### src/rtl/sgfe_pkg.sv
package sgfe_pkg;

	// Default bank size and group limit.
	localparam int NUM_ELEMENTS_DEF = 16;
	localparam int MAX_GROUPS_DEF = 4;

	// The four group bound registers are fixed by the register map.
	localparam int NUM_GROUP_REGS = 4;

	// Steps of the shared multiply and divide unit, one bit per cycle.
	localparam int ALU_STEPS = 32;
	localparam int ALU_CW = $clog2(ALU_STEPS);

	// Request kinds.
	typedef enum logic [1:0] {
		K_LOAD    = 2'd0,
		K_PREDICT = 2'd1,
		K_UPDATE  = 2'd2,
		K_NONE    = 2'd3
	} kind_t;

	// Configuration register indexes.
	typedef enum logic [2:0] {
		CFG_GROUP0      = 3'd0,
		CFG_GROUP1      = 3'd1,
		CFG_GROUP2      = 3'd2,
		CFG_GROUP3      = 3'd3,
		CFG_GROUP_COUNT = 3'd4
	} cfg_idx_t;

	// Operation of the shared arithmetic unit.
	typedef enum logic {
		ALU_MUL = 1'b0,
		ALU_DIV = 1'b1
	} alu_op_t;

	// Command from the sequencer to the arithmetic unit.
	typedef struct packed {
		logic    start;
		alu_op_t op;
	} alu_cmd_t;

	// One input request.
	typedef struct packed {
		logic [1:0]         kind;
		logic [3:0]         element_index;
		logic signed [31:0] in_mean;
		logic [31:0]        in_variance;
		logic               measurement_missing;
		logic               last_element;
	} in_t;

	// One result.
	typedef struct packed {
		logic [7:0]         result_index;
		logic signed [31:0] out_mean;
		logic [31:0]        out_variance;
		logic               is_fused;
		logic               applied;
		logic               math_error;
		logic               last_result;
	} out_t;

endpackage

### src/rtl/sgfe_alu.sv
// Shared bit-serial multiplier and restoring divider.
// Multiply: 32 x 32 bit unsigned, 64-bit product.
// Divide: 64-bit dividend by 33-bit divisor; the quotient must fit 32 bits.
module sgfe_alu (
	input  logic              clk,
	input  logic              arst_n,
	input  sgfe_pkg::alu_cmd_t cmd,
	input  logic [63:0]       src_a,
	input  logic [32:0]       src_b,
	output logic              done,
	output logic [63:0]       result
);
	import sgfe_pkg::*;

	logic              busy_q;
	logic              done_q;
	logic [ALU_CW-1:0] cnt_q;
	alu_op_t           op_q;
	logic [32:0]       hi_q;
	logic [31:0]       lo_q;
	logic [32:0]       opnd_q;

	logic [33:0] msum;
	logic [33:0] trial;
	logic [34:0] diff;
	logic [32:0] hi_nxt;
	logic [31:0] lo_nxt;

	// One add or subtract step per cycle.
	always_comb begin
		msum = {1'b0, hi_q} + (lo_q[0] ? {1'b0, opnd_q} : 34'd0);
		trial = {hi_q, lo_q[31]};
		diff = {1'b0, trial} - {2'b00, opnd_q};
		unique case (op_q)
			ALU_MUL: begin
				hi_nxt = msum[33:1];
				lo_nxt = {msum[0], lo_q[31:1]};
			end
			ALU_DIV: begin
				hi_nxt = diff[34] ? trial[32:0] : diff[32:0];
				lo_nxt = {lo_q[30:0], ~diff[34]};
			end
			default: begin
				hi_nxt = hi_q;
				lo_nxt = lo_q;
			end
		endcase
	end

	// Step counter and completion pulse.
	always_ff @(posedge clk or negedge arst_n) begin
		if (!arst_n) begin
			busy_q <= 1'b0;
			done_q <= 1'b0;
			cnt_q <= '0;
			op_q <= ALU_MUL;
		end else begin
			done_q <= 1'b0;
			if (cmd.start) begin
				busy_q <= 1'b1;
				cnt_q <= '0;
				op_q <= cmd.op;
			end else if (busy_q) begin
				cnt_q <= cnt_q + 1'b1;
				if (cnt_q == ALU_CW'(ALU_STEPS - 1)) begin
					busy_q <= 1'b0;
					done_q <= 1'b1;
				end
			end
		end
	end

	// Operand and partial result registers.
	always_ff @(posedge clk) begin
		if (cmd.start) begin
			lo_q <= src_a[31:0];
			opnd_q <= src_b;
			hi_q <= (cmd.op == ALU_DIV) ? {1'b0, src_a[63:32]} : 33'd0;
		end else if (busy_q) begin
			hi_q <= hi_nxt;
			lo_q <= lo_nxt;
		end
	end

	assign done = done_q;
	assign result = (op_q == ALU_MUL) ? {hi_q[31:0], lo_q} : {32'd0, lo_q};

endmodule

### src/rtl/scalar_gaussian_fusion_estimator.sv
// Bank of scalar Gaussians (Q16.16 mean and variance) with load, predict and
// measurement update requests, followed by optional inverse-variance fusion of
// up to four configured groups after the last update of a vector. One request
// is handled at a time; in_stall stays high until its last result has been
// placed in the output register. Every product-of-Gaussians step runs two
// multiplies and two divides through one shared bit-serial unit. A fusion group
// scans each of its elements, runs one such step for each non-zero-variance
// element after the first, then reports. The state store needs no clearing
// pass: per-entry valid bits make unwritten entries read as zero.
module scalar_gaussian_fusion_estimator #(
	parameter int NUM_ELEMENTS = sgfe_pkg::NUM_ELEMENTS_DEF,
	parameter int MAX_GROUPS = sgfe_pkg::MAX_GROUPS_DEF
) (
	input  logic           clk,
	input  logic           arst_n,
	input  logic           in_valid,
	output logic           in_stall,
	input  sgfe_pkg::in_t  in_data,
	output logic           out_valid,
	input  logic           out_stall,
	output sgfe_pkg::out_t out_data,
	input  logic           cfg_we,
	input  logic [2:0]     cfg_index,
	input  logic [15:0]    cfg_data
);
	import sgfe_pkg::*;

	localparam int IW = (NUM_ELEMENTS > 1) ? $clog2(NUM_ELEMENTS) : 1;

	typedef enum logic [10:0] {
		S_IDLE   = 11'b000_0000_0001,
		S_DECIDE = 11'b000_0000_0010,
		S_PREP   = 11'b000_0000_0100,
		S_MUL1   = 11'b000_0000_1000,
		S_DIV1   = 11'b000_0001_0000,
		S_MUL2   = 11'b000_0010_0000,
		S_DIV2   = 11'b000_0100_0000,
		S_EMIT   = 11'b000_1000_0000,
		S_GSTART = 11'b001_0000_0000,
		S_GREAD  = 11'b010_0000_0000,
		S_GCHECK = 11'b100_0000_0000
	} state_t;

	state_t state_q;

	// Configuration registers.
	logic [15:0] grp_cfg_q [NUM_GROUP_REGS];
	logic [2:0]  gcnt_q;
	logic [2:0]  cnt_eff;

	always_ff @(posedge clk or negedge arst_n) begin
		if (!arst_n) begin
			for (int k = 0; k < NUM_GROUP_REGS; k++) begin
				grp_cfg_q[k] <= '0;
			end
			gcnt_q <= '0;
		end else if (cfg_we) begin
			unique case (cfg_idx_t'(cfg_index))
				CFG_GROUP0:      grp_cfg_q[0] <= cfg_data;
				CFG_GROUP1:      grp_cfg_q[1] <= cfg_data;
				CFG_GROUP2:      grp_cfg_q[2] <= cfg_data;
				CFG_GROUP3:      grp_cfg_q[3] <= cfg_data;
				CFG_GROUP_COUNT: gcnt_q <= cfg_data[2:0];
				default: ;
			endcase
		end
	end

	assign cnt_eff = (gcnt_q > 3'(MAX_GROUPS)) ? 3'(MAX_GROUPS) : gcnt_q;

	// State store with per-entry valid bits.
	logic [31:0]   mem_m [NUM_ELEMENTS];
	logic [31:0]   mem_v [NUM_ELEMENTS];
	logic          vld_q [NUM_ELEMENTS];
	logic [IW-1:0] rd_addr;
	logic [31:0]   rd_m_q, rd_v_q;
	logic          rd_vld_q;
	logic [31:0]   em, ev;
	logic          mem_we;
	logic [IW-1:0] wr_addr_q;

	// Request fields and working registers.
	kind_t       kind_q;
	logic [3:0]  idx_q;
	logic [31:0] im_q, iv_q;
	logic        miss_q, last_q;
	logic [31:0] cm0_q, ca_q, cm1_q, cb_q, mo_q;
	logic [32:0] sum_q;
	logic        neg_q, err_q, fusing_q, wr_en_q;
	out_t        res_q, out_q;
	logic        out_valid_q;
	logic        grp_q, any_q;
	logic [2:0]  g_q;
	logic [8:0]  i_q;
	logic [7:0]  end_q;
	logic [31:0] am_q, av_q;

	logic in_acc, out_free;
	assign in_acc = in_valid && !in_stall;
	assign out_free = !out_valid_q || !out_stall;
	assign in_stall = (state_q != S_IDLE);

	assign rd_addr = (state_q == S_IDLE) ? IW'(in_data.element_index) : IW'(i_q);
	assign mem_we = (state_q == S_EMIT) && out_free && wr_en_q;

	always_ff @(posedge clk) begin
		rd_m_q <= mem_m[rd_addr];
		rd_v_q <= mem_v[rd_addr];
		if (mem_we) begin
			mem_m[wr_addr_q] <= res_q.out_mean;
			mem_v[wr_addr_q] <= res_q.out_variance;
		end
	end

	always_ff @(posedge clk or negedge arst_n) begin
		if (!arst_n) begin
			for (int k = 0; k < NUM_ELEMENTS; k++) begin
				vld_q[k] <= 1'b0;
			end
			rd_vld_q <= 1'b0;
		end else begin
			rd_vld_q <= vld_q[rd_addr];
			if (mem_we) begin
				vld_q[wr_addr_q] <= 1'b1;
			end
		end
	end

	assign em = rd_vld_q ? rd_m_q : 32'd0;
	assign ev = rd_vld_q ? rd_v_q : 32'd0;

	// Shared arithmetic unit.
	alu_cmd_t    alu_cmd;
	logic [63:0] alu_a;
	logic [32:0] alu_b;
	logic        alu_done;
	logic [63:0] alu_res;

	sgfe_alu u_alu (
		.clk    (clk),
		.arst_n (arst_n),
		.cmd    (alu_cmd),
		.src_a  (alu_a),
		.src_b  (alu_b),
		.done   (alu_done),
		.result (alu_res)
	);

	// Difference of means for the product step.
	logic signed [32:0] dmean;
	logic [32:0]        dabs;
	assign dmean = {cm1_q[31], cm1_q} - {cm0_q[31], cm0_q};
	assign dabs = dmean[32] ? (33'd0 - dmean) : dmean;

	// Command issue to the arithmetic unit.
	always_comb begin
		alu_cmd = '{start: 1'b0, op: ALU_MUL};
		alu_a = '0;
		alu_b = '0;
		unique case (state_q)
			S_PREP: begin
				alu_cmd = '{start: 1'b1, op: ALU_MUL};
				alu_a = {32'd0, dabs[31:0]};
				alu_b = {1'b0, ca_q};
			end
			S_MUL1, S_MUL2: begin
				alu_cmd = '{start: alu_done, op: ALU_DIV};
				alu_a = alu_res;
				alu_b = sum_q;
			end
			S_DIV1: begin
				alu_cmd = '{start: alu_done, op: ALU_MUL};
				alu_a = {32'd0, ca_q};
				alu_b = {1'b0, cb_q};
			end
			default: ;
		endcase
	end

	// Arithmetic for predict, update and fusion decisions.
	logic [32:0] p_m, p_v, miss_t;
	logic        p_m_ovf;
	logic [31:0] upd_b, upd_m1;
	logic [32:0] upd_sum;
	logic        in_bank;
	logic        fuse_next, more_grp;
	logic [15:0] bounds;
	logic [8:0]  end_ext;

	always_comb begin
		p_m = {em[31], em} + {im_q[31], im_q};
		p_m_ovf = p_m[32] != p_m[31];
		p_v = {1'b0, ev} + {1'b0, iv_q};
		miss_t = {1'b0, ev} + {3'b000, ev[31:2]};
		upd_b = miss_q ? (miss_t[32] ? 32'hFFFF_FFFF : miss_t[31:0]) : iv_q;
		upd_m1 = miss_q ? em : im_q;
		upd_sum = {1'b0, ev} + {1'b0, upd_b};
		in_bank = {5'd0, idx_q} < 9'(NUM_ELEMENTS);
		fuse_next = !grp_q && (kind_q == K_UPDATE) && last_q && (cnt_eff != 3'd0);
		more_grp = grp_q && ((g_q + 3'd1) < cnt_eff);
		bounds = grp_cfg_q[g_q[1:0]];
		end_ext = {1'b0, end_q};
	end

	// Sequencer.
	always_ff @(posedge clk or negedge arst_n) begin
		if (!arst_n) begin
			state_q <= S_IDLE;
			out_valid_q <= 1'b0;
			out_q <= '0;
			res_q <= '0;
			kind_q <= K_NONE;
			idx_q <= '0;
			im_q <= '0;
			iv_q <= '0;
			miss_q <= 1'b0;
			last_q <= 1'b0;
			cm0_q <= '0;
			ca_q <= '0;
			cm1_q <= '0;
			cb_q <= '0;
			mo_q <= '0;
			sum_q <= '0;
			neg_q <= 1'b0;
			err_q <= 1'b0;
			fusing_q <= 1'b0;
			wr_en_q <= 1'b0;
			wr_addr_q <= '0;
			grp_q <= 1'b0;
			any_q <= 1'b0;
			g_q <= '0;
			i_q <= '0;
			end_q <= '0;
			am_q <= '0;
			av_q <= '0;
		end else begin
			if (out_valid_q && !out_stall) begin
				out_valid_q <= 1'b0;
			end
			unique case (state_q)
				S_IDLE: begin
					if (in_acc) begin
						kind_q <= kind_t'(in_data.kind);
						idx_q <= in_data.element_index;
						im_q <= in_data.in_mean;
						iv_q <= in_data.in_variance;
						miss_q <= in_data.measurement_missing;
						last_q <= in_data.last_element;
						grp_q <= 1'b0;
						state_q <= S_DECIDE;
					end
				end
				S_DECIDE: begin
					wr_addr_q <= IW'(idx_q);
					res_q <= '0;
					res_q.result_index <= {4'd0, idx_q};
					wr_en_q <= 1'b0;
					state_q <= S_EMIT;
					if (kind_q == K_NONE) begin
						state_q <= S_IDLE;
					end else if (!in_bank) begin
						wr_en_q <= 1'b0;
					end else begin
						unique case (kind_q)
							K_LOAD: begin
								res_q.out_mean <= im_q;
								res_q.out_variance <= iv_q;
								res_q.applied <= 1'b1;
								wr_en_q <= 1'b1;
							end
							K_PREDICT: begin
								res_q.out_mean <= p_m_ovf ?
									(p_m[32] ? 32'h8000_0000 : 32'h7FFF_FFFF) : p_m[31:0];
								res_q.out_variance <= p_v[32] ? 32'hFFFF_FFFF : p_v[31:0];
								res_q.math_error <= p_m_ovf || p_v[32];
								res_q.applied <= 1'b1;
								wr_en_q <= 1'b1;
							end
							default: begin
								err_q <= miss_q && miss_t[32];
								if (upd_sum == 33'd0) begin
									res_q.out_mean <= em;
									res_q.out_variance <= ev;
									res_q.math_error <= 1'b1;
								end else begin
									cm0_q <= em;
									ca_q <= ev;
									cm1_q <= upd_m1;
									cb_q <= upd_b;
									fusing_q <= 1'b0;
									state_q <= S_PREP;
								end
							end
						endcase
					end
				end
				S_PREP: begin
					sum_q <= {1'b0, ca_q} + {1'b0, cb_q};
					neg_q <= dmean[32];
					state_q <= S_MUL1;
				end
				S_MUL1: begin
					if (alu_done) begin
						state_q <= S_DIV1;
					end
				end
				S_DIV1: begin
					if (alu_done) begin
						mo_q <= neg_q ? (cm0_q - alu_res[31:0]) : (cm0_q + alu_res[31:0]);
						state_q <= S_MUL2;
					end
				end
				S_MUL2: begin
					if (alu_done) begin
						state_q <= S_DIV2;
					end
				end
				S_DIV2: begin
					if (alu_done) begin
						if (fusing_q) begin
							am_q <= mo_q;
							av_q <= alu_res[31:0];
							i_q <= i_q + 9'd1;
							state_q <= S_GREAD;
						end else begin
							res_q.out_mean <= mo_q;
							res_q.out_variance <= alu_res[31:0];
							res_q.applied <= 1'b1;
							res_q.math_error <= err_q;
							wr_en_q <= 1'b1;
							state_q <= S_EMIT;
						end
					end
				end
				S_EMIT: begin
					if (out_free) begin
						out_q <= res_q;
						out_q.last_result <= !(fuse_next || more_grp);
						out_valid_q <= 1'b1;
						if (fuse_next) begin
							grp_q <= 1'b1;
							g_q <= 3'd0;
							state_q <= S_GSTART;
						end else if (more_grp) begin
							g_q <= g_q + 3'd1;
							state_q <= S_GSTART;
						end else begin
							grp_q <= 1'b0;
							state_q <= S_IDLE;
						end
					end
				end
				S_GSTART: begin
					i_q <= {1'b0, bounds[7:0]};
					end_q <= bounds[15:8];
					any_q <= 1'b0;
					state_q <= S_GREAD;
				end
				S_GREAD: begin
					if (i_q < end_ext && i_q < 9'(NUM_ELEMENTS)) begin
						state_q <= S_GCHECK;
					end else begin
						res_q <= '0;
						res_q.result_index <= end_q;
						res_q.is_fused <= 1'b1;
						if (any_q) begin
							res_q.out_mean <= am_q;
							res_q.out_variance <= av_q;
							res_q.applied <= end_ext < 9'(NUM_ELEMENTS);
						end
						wr_en_q <= any_q && (end_ext < 9'(NUM_ELEMENTS));
						wr_addr_q <= IW'(end_q);
						state_q <= S_EMIT;
					end
				end
				S_GCHECK: begin
					if (ev == 32'd0) begin
						i_q <= i_q + 9'd1;
						state_q <= S_GREAD;
					end else if (!any_q) begin
						am_q <= em;
						av_q <= ev;
						any_q <= 1'b1;
						i_q <= i_q + 9'd1;
						state_q <= S_GREAD;
					end else begin
						cm0_q <= am_q;
						ca_q <= av_q;
						cm1_q <= em;
						cb_q <= ev;
						fusing_q <= 1'b1;
						state_q <= S_PREP;
					end
				end
				default: state_q <= S_IDLE;
			endcase
		end
	end

	assign out_valid = out_valid_q;
	assign out_data = out_q;

	// The state register always holds exactly one state.
	a_state_onehot: assert property (@(posedge clk) disable iff (!arst_n)
		$onehot(state_q))
		else $error("sequencer state is not one-hot");

	// The arithmetic unit only completes while the sequencer waits for it.
	a_alu_done_wait: assert property (@(posedge clk) disable iff (!arst_n)
		alu_done |-> (state_q == S_MUL1 || state_q == S_DIV1 ||
			state_q == S_MUL2 || state_q == S_DIV2))
		else $error("arithmetic result arrived outside a wait state");

	// A fused result never reports an arithmetic error.
	a_fused_no_error: assert property (@(posedge clk) disable iff (!arst_n)
		(out_valid_q && out_q.is_fused) |-> !out_q.math_error)
		else $error("fused result flagged an error");

	// A request of the unused kind returns to idle without a result.
	a_none_idle: assert property (@(posedge clk) disable iff (!arst_n)
		(state_q == S_DECIDE && kind_q == K_NONE) |=> (state_q == S_IDLE))
		else $error("unused request kind did not return to idle");

endmodule
### config.mk
export PLATFORM = sky130hd
export DESIGN_NAME = scalar_gaussian_fusion_estimator
export DESIGN_NICKNAME = d
export VERILOG_FILES = /design/src/rtl/sgfe_pkg.sv /design/src/rtl/sgfe_alu.sv /design/src/rtl/scalar_gaussian_fusion_estimator.sv
export SDC_FILE = /design/constraint.sdc
export NUM_CORES = 2
export LEC_CHECK = 0
export BUFFER_PORTS_ARGS = -buffer_cell sky130_fd_sc_hd__buf_2
export CORE_UTILIZATION = 60
export DETAILED_ROUTE_END_ITERATION = 16
export HOLD_SLACK_MARGIN = 0.05
export PLACE_DENSITY_LB_ADDON = 0.12
export SETUP_SLACK_MARGIN = 0.3
export SLEW_MARGIN = 20
export SYNTH_ARGS = -nofsm -noshare
export SYNTH_HDL_FRONTEND = slang
export SYNTH_SLANG_ARGS = --single-unit
### constraint.sdc
create_clock -name clk -period 10.6 [get_ports clk]
set_clock_uncertainty 0.1 [all_clocks]
set_input_delay 0.53 -clock clk [delete_from_list [all_inputs] [get_ports clk]]
set_output_delay 0.53 -clock clk [all_outputs]
set_load 0.02 [all_outputs]
Word level (Yosys, flattened, before mapping)
Memory sizes are Yosys's and may differ from the RTL's. A register that Yosys moved wholly into a read port is not among the register bits. Cells that the tools add are included.

Register bits: 712. RAM bits: 1024. Input bits: 96. Output and inout port bits: 78. Logic and storage cells: 337. Memories: 2.

Add/subtract/negate cells: 14. Magnitude comparators: 9. Eq/ne operators: 39. Muxes and demuxes: 141. Bitwise gates (word level): 8. Reductions and logical operators: 55.

Memories: mem_m (words 16, width 32, read ports 1, clocked after Yosys merged registers in 1, wr ports 1, RTL line scalar_gaussian_fusion_estimator.sv:72) `logic [31:0] mem_m [NUM_ELEMENTS];`; mem_v (words 16, width 32, read ports 1, clocked after Yosys merged registers in 1, wr ports 1, RTL line scalar_gaussian_fusion_estimator.sv:73) `logic [31:0] mem_v [NUM_ELEMENTS];`.

Operator list (count): $mux 32 (41); $pmux 32 s2 (7); $mux 64 (6); $pmux 64 s3 (2); $add 32x32->33 (4); $mux 33 (4); $pmux 64 s2 (1); $pmux 11 s11 (1); $pmux 33 s3 (1); $mux 11 (7); $mux 76 (1); $pmux 33 s2 (1); $mux 9 (6); $sub 34x33->35 (1); $add 33x34->34 (1); $add 32x30->33 (1); $logic_not 33->1 (1); $sub 32x32->33 (1); $add 32x32->32 (1); $bmux 16 s2 (1); $logic_not 32->1 (1); $mux 16 (2); $sub 1x32->32 const A (1); $sub 32x32->32 (1); 66 further kinds (172).

Logic depth before layout (Yosys ltp)
Word-level depth: 10. Depth in mapped cells: 38. Gate-level depth less buffers: 29.

Cells and area by module
Synthesis repeated with hierarchy kept, for this count alone.

Cell total of the unflattened synthesis: 8863. Area, all modules: 93058.0 um^2.

By module, submodules not included: scalar_gaussian_fusion_estimator (instances 1, cells each 7797, area each 83769.1 um^2, sequential area each 47073.9 um^2); sgfe_alu (instances 1, cells each 1066, area each 9288.9 um^2, sequential area each 3143.0 um^2).

Least setup slack after synthesis
Ideal clock, no wire load.

Path type: register to register. Start point: reg rd_vld_q. End point: reg cm0_q[30]. Library setup time: 0.133 ns. Data arrival time: 8.231 ns. Required time: 10.367 ns. Slack: 2.136 ns. Cell stages (with the launch flop): 37. Path buffers: 12. Period minus slack after synthesis: 8.464 ns. Cell sequence: dfrtp_1 -> buf_2 -> clkbuf_1 -> clkbuf_1 -> buf_1 -> clkbuf_1 -> buf_1 -> clkbuf_1 -> buf_1 -> and3_1 -> ha_1 -> a21oi_1 -> a221oi_1 -> nand4_1 -> a21oi_1 -> a21oi_1 -> o311a_1 -> o2bb2ai_1 -> o31ai_2 -> nand2_1 -> buf_2 -> a31oi_1 -> ha_1 -> buf_2 -> a211o_1 -> a2111oi_2 -> o22ai_1 -> mux2_2 -> a2111oi_4 -> o221ai_2 -> nor4_2 -> and3_1 -> o21ai_1 -> buf_2 -> buf_2 -> nor2_1 -> a21oi_1.

Longest elaborated chain between the ends: 8. Elaborated cells on any way between the ends: 15. Classes of those cells: add/sub: 2; eq/ne: 2; mux: 8; reduce/logical: 3.

RTL lines: from (decl) (RTL line scalar_gaussian_fusion_estimator.sv:77) `logic rd_vld_q;`; from (signal assigned) (RTL line scalar_gaussian_fusion_estimator.sv:122) `rd_vld_q <= vld_q[rd_addr];`; $mux 32 (RTL line scalar_gaussian_fusion_estimator.sv:130) `assign ev = rd_vld_q ? rd_v_q : 32'd0;`; $add 32x30->33 (RTL line scalar_gaussian_fusion_estimator.sv:194) `miss_t = {1'b0, ev} + {3'b000, ev[31:2]};`; $mux 32 (2 in a row) (RTL line scalar_gaussian_fusion_estimator.sv:195) `upd_b = miss_q ? (miss_t[32] ? 32'hFFFF_FFFF : miss_t[31:0]) : iv_q;`; $add 32x32->33 (RTL line scalar_gaussian_fusion_estimator.sv:197) `upd_sum = {1'b0, ev} + {1'b0, upd_b};`; $logic_not 33->1 (RTL line scalar_gaussian_fusion_estimator.sv:281) `if (upd_sum == 33'd0) begin`; $ne 2x2->1 (no line); $reduce_and 6->1 (no line); to (signal assigned) (RTL line scalar_gaussian_fusion_estimator.sv:286) `cm0_q <= em;`; to (signal assigned) (RTL line scalar_gaussian_fusion_estimator.sv:387) `cm0_q <= am_q;`; to (decl) (RTL line scalar_gaussian_fusion_estimator.sv:87) `logic [31:0] cm0_q, ca_q, cm1_q, cb_q, mo_q;`.

Parallel ways exist; a longest one is shown, timed or not. The select of a mux whose other input is x is not followed. A chain may end at the register's enable or synchronous reset.

Final worst setup path
Start point: reg rd_vld_q. End point: reg cm0_q[29].

Same word-level chain as after synthesis.

==> flow_metrics.tcl <==
set metrics [dict create \
    final_cell_mix "nand2_1, edfxtp_1, a21oi_1" \
    numCtsBuffers 182 \
    fill_cells 11500 \
    status "completed" \
    clockBufferDepth 3 \
    period_share_pct 91.2 \
    netlist_instances 8746 \
    cp_max_fo 77 \
    grt_max_degree 181 \
    grt_overflow_total 0 \
    fp.dieH_um 392 \
    max_clock_freq_ghz 0.103 \
    rows 142 \
    power.density_mw_per_mm2 325 \
    synth.area.mux_share_pct 2.87 \
    core_area_mm2 0.150 \
    dp.cells 10500 \
    htree_levels 4 \
    grt_pass1_vias 67600 \
    tritoncts "yes" \
    p_comb_share_pct 45.7 \
    design_area_mm2 0.101 \
    final-hold-violation-count 0 \
    synth_fa_ha_area_share_pct 4.13 \
    drt_iter0_drc 8502 \
    avgSynthCellArea_um2 10.4 \
    dieArea_mm2 0.154 \
    pwr-share-clk_pct 20.3 \
    synth_nets 9133 \
    track_usage_pct 37.4 \
    p_leak_nw 39.8 \
    dpl_cell_area_mm2 0.0937 \
    synth.distinct_cells 109 \
    slew_headroom_pct 18.0 \
    seqPwrFrac_pct 34.0 \
    fin_crit_ns 9.66 \
    ys_async_sr_fraction_pct 33.9 \
    dr.pass1.iters 8 \
    synth_edf_count 1122 \
    clk_latency_ns 0.82 \
    worst_pin_slew_ns 1.23 \
    synth_area_mm2 0.0912 \
    dp_worst_setup_slack_ns 1.08 \
    synthFlopType "edfxtp_1" \
    grt_first_pass_wirelength_mm 427 \
    wire_per_inst_um 26.6 \
    max_cap_viol_count 0 \
    p_sw_mw 14.5 \
    drt-total-wl_mm 290 \
    synth_xor_area_share_pct 2.77 \
    num_vias 71200 \
    num_io_pins 174 \
    clk_pin_slew_ns 0.06 \
    drive_gt1_share_pct 9.56 \
    nets 9129 \
    antenna_found_initial 14 \
    synth_top_family_by_area "compound AO/OA/AOI/OAI gates" \
    sw_frac_of_total_pct 44.2 \
    ant_nets 0 \
    die_w_um 392 \
    hp-class "in2reg" \
    fin_ws_ns 0.936 \
    grt_setup_unrepaired "false" \
    setup_viol 0 \
    viasPerCell 6.52 \
    numPortBuffers 173 \
    synth_simple_gate_area_share_pct 13.5 \
    synth_compound_area_share_pct 18.1 \
    layout_commonest_cell "nand2_1" \
    drc 0 \
    ir_drop_mv 0.231 \
    cts-root-buf "clkbuf_16" \
    fin_tns_setup_ns 0 \
    crit_path_end_kind "flop" \
    worstPathRequired_ns 11.20 \
    start_util_pct 60.7 \
    postCtsSetupBuffers 0 \
    seq_area_frac_synth_pct 55.1 \
    yosysWarnings 0 \
    area_growth_pct 10.6 \
    slew_viol_final 0 \
    dp_hpwl_mm 192 \
    clock_sinks 1795 \
    worstPathArrival_ns 10.27 \
    startpoint_type "flop" \
    worstSetupPathType "reg2reg" \
    synth-seq-cells 1795 \
    place.gp.congestion 1.01 \
    p_int_mw 18.3 \
    stdcell_count 10900 \
]
power by group through the flow:
stage / clock network (mW) / registers, mW / logic, mW
after floorplan: 0 / 9.99 / 10.7
after global placement: 0 / 11.1 / 14.3
after detailed placement: 0 / 11.2 / 14.5
after CTS: 6.70 / 11.0 / 14.7
after global routing: 6.96 / 11.2 / 16.2
final: 6.66 / 11.1 / 15.0
final cells by class:
type                    instances  area, um2  area share [%]
clock buffers                 251       5080            5.04
flip-flops and latches       1795      50200            49.8
repair buffers                373       2740            2.72
multi-input cells            6118      38100            37.8
clock inverters                92       1160            1.15
well taps                    2016       2520            2.50
inverters                     272       1020            1.01
diodes                          1       2.50         0.00248
what timing repair did:
action,CTS,global route
hold buffers,89,0
endpoints found under the hold margin,221,0
endpoints found under the setup margin,0,27
resized for setup,0,1
synth_stat cells (73+ instances only):
| master | instances | area, um2 |
|---|---|---|
| inv_1 | 269 | 1010 |
| clkbuf_1 | 502 | 1880 |
| nand2_1 | 1262 | 4740 |
| nor2_1 | 688 | 2580 |
| a311oi_1 | 142 | 1240 |
| xor2_1 | 98 | 858 |
| a21o_1 | 115 | 863 |
| xnor2_1 | 190 | 1660 |
| mux2_2 | 153 | 1720 |
| o21ai_0 | 324 | 1620 |
| nand3_1 | 77 | 385 |
| a31oi_1 | 198 | 1240 |
| ha_1 | 283 | 3540 |
| and2_1 | 286 | 1790 |
| nor3_1 | 73 | 365 |
| a21oi_1 | 859 | 4300 |
| a211oi_1 | 359 | 2700 |
| edfxtp_1 | 1122 | 33700 |
| dfrtp_1 | 606 | 15200 |
| o21ai_1 | 79 | 395 |
flip-flops by register name, summed over array words and instances (netlist names), 33 cells and up:
| name | count |
|---|---|
| mem_m | 512 |
| mem_v | 512 |
| out_data | 76 |
| res_q | 71 |
| grp_cfg_q | 64 |
| sum_q | 33 |
| u_alu.hi_q | 33 |
| u_alu.opnd_q | 33 |
metal layers:
| metal | vias up | wire [um] | share of wire [%] | GRT usage (%) |
|---|---|---|---|---|
| li1 | 32000 | - | - | - |
| met1 | 35000 | 116000 | 40 | 51.0 |
| met2 | 3464 | 131000 | 45 | 58.0 |
| met3 | 713 | 26500 | 9.2 | 6.92 |
| met4 | 12 | 15600 | 5.4 | 17.6 |
| met5 | - | 79 | 0.027 | 0 |
final timing paths:
kind	from	endpoint	slack (ns)	cells after the start
min reg2reg	out_data[10]	out_data[10]	0.36	2
max	rd_vld_q	cm0_q[29]	0.94	27
max reg2reg	rd_vld_q	cm0_q[29]	0.94	27
max in group asynchronous	arst_n	u_alu.op_q	7.68	4
min in group asynchronous	arst_n	out_data[60]	0.23	2
min	cfg_index[1]	gcnt_q[2]	0.10	4
worst max-delay path, cell delays in order, from the launching register on:
cell       delay (ns)
dfrtp_4          0.76
inv_2            0.22
nor2_1           0.16
ha_1             0.22
a21oi_1          0.06
a221oi_1         0.60
nand4_1          0.32
a21oi_1          0.25
a21oi_1          0.22
o311a_1          0.44
o2bb2ai_1        0.20
o31ai_2          0.35
nand2_1          0.53
a31oi_1          0.43
ha_1             0.39
a21o_1           0.24
a311o_1          0.33
a211oi_2         0.58
nand3b_1         0.20
o21a_1           0.24
mux2_2           0.27
nor4_1           0.39
and3_1           0.41
or3_1            0.18
buf_4            0.30
nand2_8          0.37
buf_4            0.45
a21oi_1          0.19
cells by family after synthesis:
kind of cell / Yosys count
buf+inv: 833
flops: 1795
fa+ha+maj: 297
xor+xnor: 288
mux: 222
simple gates: 2749
compound gates: 2562
metrics by stage:
step           power (mW)  utilization (%)  hold slack (ns)
6_report             32.8             67.1            0.102
5_1_grt              34.4             67.1            0.119
4_1_cts              32.4             67.1           0.0643
3_5_place_dp         25.7             62.3            0.348
3_3_place_gp         25.4             62.3            0.343
2_1_floorplan        20.7                -            0.134
Note: power is estimated with default switching activity, not from simulation.
